`src/design/ptls_pkg.sv`:
```
// Shared types, register indexes and lamp codes for the preemptive traffic light sequencer.
package ptls_pkg;

	// Lamp set of one light: bit 0 green, bit 1 yellow, bit 2 red.
	typedef logic [2:0] lamp_t;

	localparam lamp_t LAMP_G = 3'b001;
	localparam lamp_t LAMP_Y = 3'b010;
	localparam lamp_t LAMP_R = 3'b100;

	localparam int TIME_W = 32;
	localparam int ECHO_W = 20;
	localparam int CFG_IDX_W = 3;
	localparam int CFG_DATA_W = 32;

	typedef logic [TIME_W-1:0] ms_t;
	typedef logic [ECHO_W-1:0] echo_t;

	// Configuration register indexes.
	typedef enum logic [CFG_IDX_W-1:0] {
		REG_MEASURE_INTERVAL = 3'd0,
		REG_YELLOW = 3'd1,
		REG_GREEN = 3'd2,
		REG_QUIET = 3'd3,
		REG_ECHO_THRESHOLD = 3'd4
	} cfg_reg_t;

	// Reset values of the configuration registers.
	localparam ms_t RST_MEASURE_INTERVAL = 32'd2000;
	localparam ms_t RST_YELLOW = 32'd2000;
	localparam ms_t RST_GREEN = 32'd5000;
	localparam ms_t RST_QUIET = 32'd10000;
	localparam echo_t RST_ECHO_THRESHOLD = 20'd291;

	// Clear the lamps in off, then light the lamps in on.
	function automatic lamp_t lamp_set(input lamp_t cur, input lamp_t off, input lamp_t on);
		return (cur & ~off) | on;
	endfunction

endpackage

```
`src/design/preemptive_traffic_light_sequencer_unit.sv`:
```
// Top level of the preemptive traffic light sequencer: input stage, control pass and lamp state.
//
//  channel   direction  handshake                 word
//  in        input      in_valid / in_stall       now_ms, echo_us_first, echo_us_second
//  out       output     out_valid / out_stall     lamps_main, lamps_side_one, lamps_side_two,
//                                                 preempt_active, served_light
//  cfg       input      cfg_wr_en                 cfg_index, cfg_data
//
// One word per cycle is sustained while the output is not stalled. The accepted word is held in
// the input register, and the control pass then writes the lamp state registers, which hold
// the result word.
// The lamp state registers double as the result register, so they update only when the
// result slot is free or being taken. Reset is asynchronous and active low; it sets all
// lamps red, main green flag set, and the configuration registers to their defaults.
// A stalled output holds the input register, and the input stalls only when it is full.
module preemptive_traffic_light_sequencer_unit
	import ptls_pkg::*;
#(
	parameter int NUM_LIGHTS = 3,
	parameter int NUM_SENSORS = 2
) (
	input  logic                 clk,
	input  logic                 arst_n,
	// Configuration write port
	input  logic                 cfg_wr_en,
	input  logic [CFG_IDX_W-1:0] cfg_index,
	input  logic [CFG_DATA_W-1:0] cfg_data,
	// Input channel
	input  logic                 in_valid,
	output logic                 in_stall,
	input  logic [31:0]          now_ms,
	input  logic [19:0]          echo_us_first,
	input  logic [19:0]          echo_us_second,
	// Output channel
	output logic                 out_valid,
	input  logic                 out_stall,
	output logic [2:0]           lamps_main,
	output logic [2:0]           lamps_side_one,
	output logic [2:0]           lamps_side_two,
	output logic                 preempt_active,
	output logic [1:0]           served_light
);

	localparam int LIGHT_W = $clog2(NUM_LIGHTS);

	// Configuration registers
	ms_t   measure_interval_q, yellow_q, green_q, quiet_q;
	echo_t echo_threshold_q;

	// Input stage
	logic  valid_s1;
	ms_t   now_s1;
	echo_t echo_first_s1, echo_second_s1;

	// Sequencer state
	ms_t                last_sample_q, last_release_q, phase_start_q;
	logic               pending_q, seen_before_q, others_stopped_q;
	logic [LIGHT_W-1:0] light_q;
	logic               green_q_flags [NUM_LIGHTS];
	lamp_t              lamp_q [NUM_LIGHTS];

	// Next state from the control pass
	ms_t                last_sample_d, last_release_d, phase_start_d;
	logic               pending_d, others_stopped_d;
	logic [LIGHT_W-1:0] light_d;
	logic               green_d [NUM_LIGHTS];
	lamp_t              lamp_d [NUM_LIGHTS];

	logic advance;
	logic accept_in;

	// The pass runs when a word waits and the result slot is free or being taken.
	assign advance = valid_s1 && (!out_valid || !out_stall);
	assign in_stall = valid_s1 && !advance;
	assign accept_in = in_valid && !in_stall;

	// Configuration writes
	always_ff @(posedge clk or negedge arst_n) begin
		if (!arst_n) begin
			measure_interval_q <= RST_MEASURE_INTERVAL;
			yellow_q <= RST_YELLOW;
			green_q <= RST_GREEN;
			quiet_q <= RST_QUIET;
			echo_threshold_q <= RST_ECHO_THRESHOLD;
		end else if (cfg_wr_en) begin
			unique case (cfg_index)
				REG_MEASURE_INTERVAL: measure_interval_q <= cfg_data;
				REG_YELLOW: yellow_q <= cfg_data;
				REG_GREEN: green_q <= cfg_data;
				REG_QUIET: quiet_q <= cfg_data;
				REG_ECHO_THRESHOLD: echo_threshold_q <= cfg_data[ECHO_W-1:0];
				default: ;
			endcase
		end
	end

	// Input register valid
	always_ff @(posedge clk or negedge arst_n) begin
		if (!arst_n) begin
			valid_s1 <= 1'b0;
		end else if (accept_in) begin
			valid_s1 <= 1'b1;
		end else if (advance) begin
			valid_s1 <= 1'b0;
		end
	end

	// Input register payload
	always_ff @(posedge clk) begin
		if (accept_in) begin
			now_s1 <= now_ms;
			echo_first_s1 <= echo_us_first;
			echo_second_s1 <= echo_us_second;
		end
	end

	// Control pass: sampling, preemption of the other lights, served sequence, main sequence.
	always_comb begin
		ms_t        since_release;
		ms_t        t_stop;
		ms_t        t_main;
		ms_t        t_served;
		logic [32:0] bound_green;
		logic [33:0] bound_end;
		echo_t      echo_i;
		logic       pend_a;
		logic [LIGHT_W-1:0] light_a;
		ms_t        phase_a;
		logic       stopped_now;

		last_sample_d = last_sample_q;
		last_release_d = last_release_q;
		phase_start_d = phase_start_q;
		pending_d = pending_q;
		others_stopped_d = others_stopped_q;
		light_d = light_q;
		for (int i = 0; i < NUM_LIGHTS; i++) begin
			green_d[i] = green_q_flags[i];
			lamp_d[i] = lamp_q[i];
		end
		since_release = now_s1 - last_release_q;
		stopped_now = 1'b0;
		echo_i = '0;
		t_served = '0;
		bound_green = '0;
		bound_end = '0;

		// Sensor sampling; the highest requesting sensor wins.
		pend_a = pending_q;
		light_a = light_q;
		if ((now_s1 - last_sample_q) > measure_interval_q) begin
			for (int i = 0; i < NUM_SENSORS; i++) begin
				if (i == 0) begin
					echo_i = echo_first_s1;
				end else if (i == 1) begin
					echo_i = echo_second_s1;
				end else begin
					echo_i = '0;
				end
				if ((i + 1 < NUM_LIGHTS) && (echo_i <= echo_threshold_q) &&
				    (since_release >= quiet_q)) begin
					pend_a = 1'b1;
					light_a = LIGHT_W'(i + 1);
				end
			end
			last_sample_d = now_s1;
		end
		pending_d = pend_a;
		light_d = light_a;

		// A new request restarts the phase timer.
		phase_a = (!seen_before_q && pend_a) ? now_s1 : phase_start_q;
		phase_start_d = phase_a;

		t_stop = now_s1 - phase_a;
		t_main = t_stop;

		if (pend_a) begin
			// Bring every other green light through yellow to red.
			if (!others_stopped_q) begin
				if (t_stop < yellow_q) begin
					for (int i = 0; i < NUM_LIGHTS; i++) begin
						if ((LIGHT_W'(i) != light_a) && green_q_flags[i]) begin
							lamp_d[i] = lamp_set(lamp_q[i], LAMP_G, LAMP_Y);
						end
					end
				end else begin
					for (int i = 0; i < NUM_LIGHTS; i++) begin
						if ((LIGHT_W'(i) != light_a) && green_q_flags[i]) begin
							green_d[i] = 1'b0;
							lamp_d[i] = lamp_set(lamp_q[i], LAMP_Y, LAMP_R);
						end
					end
					stopped_now = 1'b1;
					phase_start_d = now_s1;
				end
			end
			others_stopped_d = others_stopped_q || stopped_now;

			// Served light: yellow, green, yellow, then red and release.
			t_served = now_s1 - phase_start_d;
			bound_green = {1'b0, yellow_q} + {1'b0, green_q};
			bound_end = {1'b0, bound_green} + {2'b00, yellow_q};
			for (int i = 0; i < NUM_LIGHTS; i++) begin
				if (LIGHT_W'(i) == light_a) begin
					if (t_served < yellow_q) begin
						lamp_d[i] = lamp_set(lamp_q[i], LAMP_R, LAMP_Y);
					end else if ({1'b0, t_served} < bound_green) begin
						green_d[i] = 1'b1;
						lamp_d[i] = lamp_set(lamp_q[i], LAMP_Y, LAMP_G);
					end else if ({2'b00, t_served} < bound_end) begin
						lamp_d[i] = lamp_set(lamp_q[i], LAMP_G, LAMP_Y);
					end else begin
						green_d[i] = 1'b0;
						lamp_d[i] = lamp_set(lamp_q[i], LAMP_Y, LAMP_R);
					end
				end
			end
			if (!({2'b00, t_served} < bound_end)) begin
				pending_d = 1'b0;
				phase_start_d = now_s1;
				last_release_d = now_s1;
				others_stopped_d = 1'b0;
			end
		end else begin
			// Main road: yellow, then green.
			if (t_main < yellow_q) begin
				lamp_d[0] = lamp_set(lamp_q[0], LAMP_R, LAMP_Y);
			end else begin
				green_d[0] = 1'b1;
				lamp_d[0] = lamp_set(lamp_q[0], LAMP_Y, LAMP_G);
			end
		end
	end

	// Sequencer state; the lamp and request registers are also the result word.
	always_ff @(posedge clk or negedge arst_n) begin
		if (!arst_n) begin
			last_sample_q <= '0;
			last_release_q <= '0;
			phase_start_q <= '0;
			pending_q <= 1'b0;
			seen_before_q <= 1'b0;
			others_stopped_q <= 1'b0;
			light_q <= '0;
			for (int i = 0; i < NUM_LIGHTS; i++) begin
				green_q_flags[i] <= (i == 0);
				lamp_q[i] <= LAMP_R;
			end
		end else if (advance) begin
			last_sample_q <= last_sample_d;
			last_release_q <= last_release_d;
			phase_start_q <= phase_start_d;
			pending_q <= pending_d;
			seen_before_q <= pending_d;
			others_stopped_q <= others_stopped_d;
			light_q <= light_d;
			for (int i = 0; i < NUM_LIGHTS; i++) begin
				green_q_flags[i] <= green_d[i];
				lamp_q[i] <= lamp_d[i];
			end
		end
	end

	// Result valid
	always_ff @(posedge clk or negedge arst_n) begin
		if (!arst_n) begin
			out_valid <= 1'b0;
		end else if (advance) begin
			out_valid <= 1'b1;
		end else if (!out_stall) begin
			out_valid <= 1'b0;
		end
	end

	// Result word
	assign lamps_main = lamp_q[0];
	assign lamps_side_one = lamp_q[1];
	assign preempt_active = pending_q;
	assign served_light = pending_q ? 2'(light_q) : 2'b00;

	generate
		if (NUM_LIGHTS > 2) begin : g_side_two
			assign lamps_side_two = lamp_q[2];
		end else begin : g_no_side_two
			assign lamps_side_two = '0;
		end
	endgenerate

	// A pending request always names a side light.
	a_pending_light: assert property (@(posedge clk) disable iff (!arst_n)
		pending_q |-> (light_q != '0))
		else $error("request pending for the main light");

	// The other lights can only be marked stopped while a request is served.
	a_stopped_pending: assert property (@(posedge clk) disable iff (!arst_n)
		others_stopped_q |-> pending_q)
		else $error("others stopped without a pending request");

	// Every pass produces a result word on the next cycle.
	a_advance_valid: assert property (@(posedge clk) disable iff (!arst_n)
		advance |=> out_valid)
		else $error("control pass without a result");

	// The sequencer state moves only with a control pass.
	a_state_hold: assert property (@(posedge clk) disable iff (!arst_n)
		!advance |=> $stable(pending_q) && $stable(phase_start_q))
		else $error("sequencer state changed without a pass");

endmodule

```
`config.mk`:
```
export PLATFORM = sky130hd
export DESIGN_NAME = preemptive_traffic_light_sequencer_unit
export DESIGN_NICKNAME = d
export VERILOG_FILES = /design/src/design/ptls_pkg.sv /design/src/design/preemptive_traffic_light_sequencer_unit.sv
export SDC_FILE = /design/constraint.sdc
export NUM_CORES = 1
export LEC_CHECK = 0
export ABC_AREA = 1
export BUFFER_PORTS_ARGS = -buffer_cell sky130_fd_sc_hd__buf_2
export CAP_MARGIN = 5
export CORE_MARGIN = 2
export CORE_UTILIZATION = 60
export CTS_CLUSTER_DIAMETER = 50
export CTS_CLUSTER_SIZE = 28
export DETAILED_ROUTE_END_ITERATION = 8
export HOLD_SLACK_MARGIN = 0.03
export PLACE_DENSITY = 0.84
export SETUP_SLACK_MARGIN = 0.1
export SLEW_MARGIN = 20
export SYNTH_ARGS = -nofsm -noshare
export SYNTH_HDL_FRONTEND = slang
export SYNTH_SLANG_ARGS = --single-unit
```
`constraint.sdc`:
```
create_clock -name clk -period 24.6 [get_ports clk]
set_input_delay 1.23 -clock clk [delete_from_list [all_inputs] [get_ports clk]]
set_output_delay 1.23 -clock clk [all_outputs]
set_load 0.01 [all_outputs]
```
======== After elaboration in Yosys (flattened, before gate mapping) ========
Index checks and enable logic that the tools add are counted.
storage, ports and cells
  flip-flop bits (word level) ............. 334
  latch bits .............................. 0
  RAM bits ................................ 0
  ROM bits ................................ 0
  input port bits ......................... 112
  output and inout bits ................... 14
  logic and storage cells ................. 177
  memories ................................ 0
operators by class
  add/sub/neg operators ................... 6
  multiply operators ...................... 0
  div/mod/pow operators ................... 0
  magnitude comparators ................... 8
  eq/ne operators ......................... 31
  shift operators ......................... 0
  multiplexer cells ....................... 60
  bitwise gates (word level) .............. 1
  reductions and logical operators ........ 43
operator list
  kind                                                     count
  32-bit 2-to-1 mux                                        6
  32-bit subtractor                                        4
  32-bit less-than comparator                              2
  20-bit less-or-equal comparator                          2
  20-bit 2-to-1 mux                                        2
  3-bit 2-to-1 mux                                         13
  7-bit AND reduction                                      5
  33-bit by 32-bit adder with 34-bit output                1
  32-bit by 34-bit less-than comparator with 1-bit output  1
  32-bit by 32-bit adder with 33-bit output                1
  32-bit by 33-bit less-than comparator with 1-bit output  1
  32-bit greater-or-equal comparator                       1
  32-bit greater-than comparator                           1
  1-bit 2-to-1 mux                                         30
  3-bit != test, second input constant                     9
  9-bit 2-to-1 mux                                         2
  2-bit AND reduction                                      8
  2-bit 2-to-1 mux                                         7
  2-bit nonzero test                                       7
  2-bit != test, second input constant                     5
  1-bit logical AND                                        9
  4-bit != test, second input constant                     2
  4-bit AND reduction                                      2
  8-bit AND reduction                                      1
  17 further kinds                                         27

======== Longest topological paths before layout ========
Gate-level depths: netlist (run 1).
  word-level depth ........................ 22
  depth in mapped cells ................... 113
  depth with buffers taken out ............ 111

======== Worst setup path after synthesis (run 1) ========
OpenSTA, ideal clock, no wires.
  path kind ............................... reg2reg
  start point ............................. reg now_s1[0]
  end point ............................... reg lamp_q (netlist bit lamps_side_two[1])
  setup time .............................. 0.120 ns
  arrival ................................. 12.423 ns
  data required time ...................... 24.480 ns
  path slack .............................. 12.056 ns
  stages on the path, launching flop included .. 109
  path buffers ............................ 4
  clock period less this slack ............ 12.544 ns
  cells stage by stage .................... edfxtp_1 inv_1 ha_1 inv_1 fa_1 a21o_1 a21oi_1 o21ai_0 nand3_1 nand2_1 nand3_1 nand2_1 nand3_1 nand2_1 nand3_1 nand2_1 nand3_1 nand2_1 (+73 left out) nor3_1 nand4_1 a21o_1 or2_2 nand3_1 nand2_1 nand3_1 nand2_1 nand2_1 nand2_1 nand2_1 nand2_1 nand2_1 nand2_1 nand2_1 nand2_2 o21ai_1 nand2_1
between the ends
  word-level cells in the longest chain between the ends .. 19
  elaborated cells on any way between the ends .. 35
  classes of those cells .................. add/sub (4); order compare (6); eq/ne (3); mux (16); reduce/logical (6)
RTL lines
  what                                                     RTL line                                        RTL
  from (decl)                                              preemptive_traffic_light_sequencer_unit.sv:52   ms_t now_s1;
  from (signal assigned)                                   preemptive_traffic_light_sequencer_unit.sv:111  now_s1 <= now_ms;
  32-bit subtractor                                        preemptive_traffic_light_sequencer_unit.sv:141  since_release = now_s1 - last_release_q;
  32-bit greater-or-equal comparator                       preemptive_traffic_light_sequencer_unit.sv:161  (since_release >= quiet_q)) begin
  1-bit logical AND                                        preemptive_traffic_light_sequencer_unit.sv:160  if ((i + 1 < NUM_LIGHTS) && (echo_i <= echo_threshold_q) &&
  1-bit 2-to-1 mux (2 in series)                           preemptive_traffic_light_sequencer_unit.sv:160
  1-bit 2-to-1 mux                                         preemptive_traffic_light_sequencer_unit.sv:151  if ((now_s1 - last_sample_q) > measure_interval_q) begin
  1-bit logical AND                                        preemptive_traffic_light_sequencer_unit.sv:172  phase_a = (!seen_before_q && pend_a) ? now_s1 : phase_start_q;
  32-bit 2-to-1 mux                                        preemptive_traffic_light_sequencer_unit.sv:172
  32-bit subtractor                                        preemptive_traffic_light_sequencer_unit.sv:175  t_stop = now_s1 - phase_a;
  (+2 left out)                                            -
  32-bit 2-to-1 mux                                        preemptive_traffic_light_sequencer_unit.sv:180  if (!others_stopped_q) begin
  32-bit 2-to-1 mux                                        preemptive_traffic_light_sequencer_unit.sv:178  if (pend_a) begin
  32-bit subtractor                                        preemptive_traffic_light_sequencer_unit.sv:201  t_served = now_s1 - phase_start_d;
  32-bit by 34-bit less-than comparator with 1-bit output  preemptive_traffic_light_sequencer_unit.sv:211  end else if ({2'b00, t_served} < bound_end) begin
  3-bit 2-to-1 mux                                         preemptive_traffic_light_sequencer_unit.sv:211
  3-bit 2-to-1 mux                                         preemptive_traffic_light_sequencer_unit.sv:208  end else if ({1'b0, t_served} < bound_green) begin
  3-bit 2-to-1 mux                                         preemptive_traffic_light_sequencer_unit.sv:206  if (t_served < yellow_q) begin
  3-bit 2-to-1 mux                                         preemptive_traffic_light_sequencer_unit.sv:205  if (LIGHT_W'(i) == light_a) begin
  to (signal, indexed assignment)                          preemptive_traffic_light_sequencer_unit.sv:260  lamp_q[i] <= lamp_d[i];
  to (decl)                                                preemptive_traffic_light_sequencer_unit.sv:60   lamp_t lamp_q [NUM_LIGHTS];
Several ways; a longest one is shown, not always the timed one. The select of a mux whose other input is x is not followed.
A chain may end at the register's enable or synchronous reset.

======== Worst setup path after layout (run 1) ========
  start point ............................. reg now_s1[0]
  end point ............................... reg last_release_q[17]
between the ends
  word-level cells in the longest chain between the ends .. 17
  elaborated cells on any way between the ends .. 20
  classes of those cells .................. add/sub (4); order compare (4); mux (7); bitwise (1); reduce/logical (4)
RTL lines
  what                                                     RTL line                                        RTL
  32-bit subtractor                                        preemptive_traffic_light_sequencer_unit.sv:141
  32-bit greater-or-equal comparator                       preemptive_traffic_light_sequencer_unit.sv:161
  1-bit logical AND                                        preemptive_traffic_light_sequencer_unit.sv:160
  1-bit 2-to-1 mux (2 in series)                           preemptive_traffic_light_sequencer_unit.sv:160
  1-bit 2-to-1 mux                                         preemptive_traffic_light_sequencer_unit.sv:151
  1-bit logical AND                                        preemptive_traffic_light_sequencer_unit.sv:172
  32-bit 2-to-1 mux                                        preemptive_traffic_light_sequencer_unit.sv:172
  32-bit subtractor                                        preemptive_traffic_light_sequencer_unit.sv:175
  32-bit less-than comparator                              preemptive_traffic_light_sequencer_unit.sv:181  if (t_stop < yellow_q) begin
  32-bit 2-to-1 mux                                        preemptive_traffic_light_sequencer_unit.sv:181
  32-bit 2-to-1 mux                                        preemptive_traffic_light_sequencer_unit.sv:180
  32-bit 2-to-1 mux                                        preemptive_traffic_light_sequencer_unit.sv:178
  32-bit subtractor                                        preemptive_traffic_light_sequencer_unit.sv:201
  32-bit by 34-bit less-than comparator with 1-bit output  preemptive_traffic_light_sequencer_unit.sv:219  if (!({2'b00, t_served} < bound_end)) begin
  1-bit NOT (no source line)                               -
  3-bit AND reduction (no source line) (*)                 -
  to (signal assigned)                                     preemptive_traffic_light_sequencer_unit.sv:252  last_release_q <= last_release_d;
  to (decl)                                                preemptive_traffic_light_sequencer_unit.sv:56   ms_t last_sample_q, last_release_q, phase_start_q;
Every way passes the cells marked *; elsewhere a longest branch is shown, timed or not. The select of a mux whose other input is x is not followed.

==> flow_summary.ini, run 1 <==
[run_status]
outcome = finished clean

[grt]
first_global_vias = 22950
antenna_found_initial = 3
grt_overflow = 0
track_usage_pct = 30.07
grt_pass1_wl_um = 113000
grt_max_degree = 120

[clocking]
cts_tree = yes
cts_buffer_depth = 3
path_clk_slew_ns = 0.08
clk_latency_ns = 0.57
cts_hold_buf = 0
cts_root_buf = clkbuf_16
cts_buffers = 35
clock_sinks = 334
cts_resized = 0
postCtsSetupBuffers = 0
htreeDepth = 2

[timing]
rsz0062_at_grt = false
hold_violations = 0
fmax_ghz = 0.06305
worst_slew_pin_slew_ns = 1.067
finalClockSkew_ns = 0.03019
maxSlewViolCount = 0
fin_crit_sh_pct = 64.48
setup_viol_count_final = 0
slew_headroom_pct = 28.89
fin_setup_tns_ns = 0
fin_ws_ns = 8.739
finalCriticalPeriod_ns = 15.86

[die]
dieArea_mm2 = 0.04621
die_x_um = 215.0
initial_core_util_pct = 60.66
die_y_um = 215.0
ios = 126
rows = 77
core_mm2 = 0.04403

[layout]
nNetsFinal = 4001
mostFrequentLayoutCells = nand2_1, inv_1, ha_1, o21ai_0, a21oi_1
final.fill_count = 3599
area_growth_pct = 9.473
layoutNonFillerInstCount = 4104
multi_input_area_mm2 = 0.01592
drive_gt1_share_pct = 8.039
layout.cells.most_common = nand2_1
ff_latch_area_mm2 = 0.008756
finalCoreUtilization_pct = 66.40

[yosys]
ys_seq_elements = 334
synth-seq-area-share_pct = 32.79
synth_flop_cell = dfrtp_1
yosysWarnings = 0
synth_cells = 3374
synth-edff-count = 72
avgSynthCellArea_um2 = 7.915
async_reset_ff_share_pct = 78.44
synth_cell_types = 63
synth.cell_area_mm2 = 0.02671
synth_fp_nets = 3893

[setup_path]
slowest_stage = inv_2
crit_path_end_kind = flop
required_ns = 25.08
max_stage_delay_ns = 0.82
cp_num_buf_inv = 11
critPathTopFamily = simple AND/OR/NAND/NOR gates
critPathLaunchType = flop
worst-setup-path-type = reg2reg
crit_arrival_ns = 16.34
critical_path.max_fanout = 54
cpMostUsedCell = nand2_1

[worst_hold_path]
hp-class = reg2reg

[placed_design]
post-place-ws_ns = 9.109
dp_hpwl_um = 53710
dp.cells = 4037
portBuffers = 125
globalplace.congestion = 1.028

[route]
avgViaCountPerCell = 5.767
wirelength_um = 69180
ant_nets = 0
wire_per_inst_um = 16.86
vias = 23670
drc = 0
dr.pass1.iters = 6
drtIter0Drc = 2013

[run]
maxCapViolCount = 0
==> logic make-up after synthesis <==
family                   count (synthesis)  synth area share [%]
buffers and inverters                  538                 7.679
AND/OR/NAND/NOR                       1056                 16.49
XOR/XNOR                               183                 6.002
adder cells (fa/ha/maj)                407                 19.21
flip-flops                             334                 32.79
multiplexers                             2               0.07497
AO/OA/AOI/OAI                          854                 17.76
==> registers in the layout, summed over array words and instances, names as in the netlist, 20 cells and up <==
signal              count
quiet_q                32
echo_threshold_q       20
phase_start_q          32
last_sample_q          32
green_q                32
measure_interval_q     32
now_s1                 32
echo_second_s1         20
last_release_q         32
echo_first_s1          20
yellow_q               32
==> cell type report <==
cell class              instances  share of cell area (%)
well taps                     592                   2.534
clock buffers                  41                   3.227
flip-flops and latches        334                   29.95
inverters                     476                   6.111
multi-input cells            2502                   54.45
diodes                          4                 0.03424
clock inverters                22                   1.318
repair buffers                133                   2.380
==> worst reg2reg max path: cells and delay by family (launching register included) <==
kind / cells / cell delay [ns]
fa+ha+maj: 7 / 1.84
flops: 1 / 0.38
simple gates: 47 / 5.58
compound gates: 26 / 5.32
buf+inv: 11 / 2.22
xor+xnor: 3 / 0.46
==> Yosys cell counts, types with 3 or more instances <==
library cell	number	area [um^2]
o31ai_1	8	60.06
nand2_1	730	2740
xor2_1	136	1191
buf_4	4	30.03
nor3_1	15	75.07
a21boi_1	6	45.04
o221ai_1	26	227.7
edfxtp_1	72	2162
a21o_1	14	105.1
nor2_1	136	510.5
o21ai_0	328	1642
o2111ai_1	3	26.28
a31oi_1	16	100.1
nand2_4	3	33.78
ha_1	402	5030
clkbuf_1	48	180.2
o21ai_1	56	280.3
nand2_2	12	75.07
nand3b_1	4	30.03
buf_2	7	35.03
a21boi_2	3	33.78
a21oi_1	311	1556
nor4_1	5	31.28
o22ai_1	4	25.02
inv_1	471	1768
o21bai_1	11	82.58
fa_1	5	100.1
inv_2	4	15.01
o21a_1	17	127.6
xnor2_1	47	411.6
o211ai_1	17	127.6
dfstp_2	30	788.3
dfrtp_1	232	5806
a211oi_1	11	82.58
a21oi_2	6	52.55
nand4_1	41	256.5
nand3_1	87	435.4
o21ai_2	6	52.55
nand3_2	6	60.06
nand4_2	3	37.54
==> layer usage <==
layer	vias up	global-route usage (%)	wire, um
li1	11630	-	-
met1	11030	41.73	30310
met2	872	48.23	30840
met3	131	4.529	5748
met4	0	10.28	2286
met5	-	0	0
==> worst paths after layout <==
path                                       from                              to  depth (start not counted)  slack (ns)
max                         now_s1[0]$_DFFE_PP_  last_release_q[17]$_DFFE_PN0P_                         94        8.74
min reg2reg                valid_s1$_DFFE_PN0P_           out_valid$_DFFE_PN0P_                          2        0.47
max in group asynchronous                arst_n         green_q[13]$_DFFE_PN0P_                          2       22.29
max reg2reg                 now_s1[0]$_DFFE_PP_  last_release_q[17]$_DFFE_PN0P_                         94        8.74
min in group asynchronous                arst_n   lamps_side_one[0]$_DFFE_PN0P_                          1        0.70
min                        valid_s1$_DFFE_PN0P_           out_valid$_DFFE_PN0P_                          2        0.47
==> through the flow <==
step	hold slack (ns)	area, um^2
final	0.4652	29240
after global routing	0.4990	29230
after CTS	0.4711	29220
after detailed placement	0.4627	27890
after global placement	0.4574	27890
after floorplan	0.4477	26710
Power of run 1 is left out: the tool's default activity adds up to more than one toggle a clock period on the data nets, which glitch-free logic cannot reach.
==> run 2: changes to the inputs <==
==> constraint.sdc (replaced) <==
create_clock -name clk -period 15.2 [get_ports clk]
set_input_delay 0.76 -clock clk [delete_from_list [all_inputs] [get_ports clk]]
set_output_delay 0.76 -clock clk [all_outputs]
set_load 0.01 [all_outputs]
==> run 2 against run 1 <==
  * Register-to-register slack got worse by 7.6 ns
  * Clock skew rose by 0.0033 ns
  * First-iteration DRC count fell by 3.0%
  * Critical path depth fell by 7
  * Critical path type unchanged
  * Largest cell class unchanged
  * Fmax rose by 13%
  * Design area fell by 0.20%
==> flow_summary.ini, run 2 (synthesized netlist as in run 1, its figures left out) <==
[placed_design]
portBuffers = 125
globalplace.congestion = 0.9609
dp_hpwl_um = 54350

[route]
wirelength_um = 69120
drtIter0Drc = 1952
ant_nets = 0
avgViaCountPerCell = 5.740
vias = 23530
wire_per_inst_um = 16.86
drc = 0
dr.pass1.iters = 6

[layout]
area_growth_pct = 9.253
final.fill_count = 3618
layout.cells.most_common = nand2_1
ff_latch_area_mm2 = 0.008756
mostFrequentLayoutCells = nand2_1, inv_1, ha_1, o21ai_0, a21oi_1
multi_input_area_mm2 = 0.01607
n_antenna_cell = 0
nNetsFinal = 4003
drive_gt1_share_pct = 8.723

[clocking]
clock_sinks = 334
cts_root_buf = clkbuf_16
path_clk_slew_ns = 0.07
htreeDepth = 1
cts_buffers = 30
cts_buffer_depth = 3
clk_latency_ns = 0.61
cts_tree = yes

[timing]
rsz0062_at_grt = false
finalCriticalPeriod_ns = 14.09
fin_crit_sh_pct = 92.70
fmax_ghz = 0.07097
fin_setup_tns_ns = 0
maxSlewViolCount = 0
slew_headroom_pct = 31.01
worst_slew_pin_slew_ns = 1.035
finalClockSkew_ns = 0.03346
holdWs_ns = 0.1951
hold_violations = 0
setup_viol_count_final = 0

[setup_path]
crit_arrival_ns = 14.57
max_stage_delay_ns = 0.47
slowest_stage = o21ai_0
worst-setup-path-type = reg2reg
critPathLaunchType = flop
critical_path.max_fanout = 28
crit_path_end_kind = flop
reg2reg_depth = 87
r2r_setup_slack_ns = 1.11
required_ns = 15.68
cpMostUsedCell = nand2_1

[run]
maxCapViolCount = 0

[die]
die_y_um = 215.0
dieArea_mm2 = 0.04621
core_mm2 = 0.04403
ios = 126
die_x_um = 215.0
rows = 77
initial_core_util_pct = 60.66

[run_status]
outcome = finished clean

[worst_hold_path]
hp-class = in2async

[grt]
track_usage_pct = 29.33
grt_max_degree = 167
first_global_vias = 22240
grt_overflow = 0
antenna_found_initial = 3
grt_pass1_wl_um = 110500
[run 2: changes by cell type in the layout (fill, tap and decap cells not counted), sizes merged]
cell,delta
clkbuf,-7
buf,+5
bufinv,-4
clkinvlp,+4
diode,-4
nand3,+2
clkinv,+1
inv,-1
[run 2: timing repair]
item,CTS,global route
hold buffers,0,0
buffers inserted,0,3
resized for setup,0,52
setup endpoints to repair,0,78
[run 2: worst paths after layout]
check	start	endpoint
min in group clk	now_ms[6]	now_s1[6]$_DFFE_PP_
max	now_s1[0]$_DFFE_PP_	lamps_main[1]$_DFFE_PN0P_
max reg2reg	now_s1[0]$_DFFE_PP_	lamps_main[1]$_DFFE_PN0P_
max in group asynchronous	arst_n	measure_interval_q[14]$_DFFE_PN0P_
min	arst_n	yellow_q[13]$_DFFE_PN0P_
min reg2reg	lamps_main[0]$_DFFE_PN0P_	lamps_main[0]$_DFFE_PN0P_
[run 2: area by class of cell]
class	count	share of cell area (%)
well taps	592	2.539
clock buffers	34	2.697
clock inverters	22	0.8705
flip-flops and latches	334	30.01
multi-input cells	2504	55.09
repair buffers	138	2.612
inverters	476	6.180
[run 2: layer usage]
layer	vias to the layer above	track usage (%)	share of wire, %
li1	11650	-	-
met1	10930	41.23	45
met2	848	46.34	44
met3	111	5.605	9.2
met4	0	8.299	2.4
met5	-	0	0
[run 2: per-stage QoR]
step           setup slack [ns]  instances  cell area (um^2)  util, %
6_report                  1.110       4100             29180    66.27
5_1_grt                 0.02180       4100             29180    66.27
4_1_cts                  0.4667       4095             28960    65.78
3_5_place_dp             0.5186       4039             27920    63.42
3_3_place_gp             0.7859       4039             27920    63.41
2_1_floorplan             2.656       3374             26710        -
[run 2: worst max-delay path, delay by kind of cell (launching register included)]
kind                     cells  cell delay (ns)
adder cells (fa/ha/maj)      8             2.35
AO/OA/AOI/OAI               25             5.11
flip-flops                   1             0.37
AND/OR/NAND/NOR             44             4.91
XOR/XNOR                     3             0.45
buffers and inverters        7             0.77
Power of run 2 is left out for the same reason.
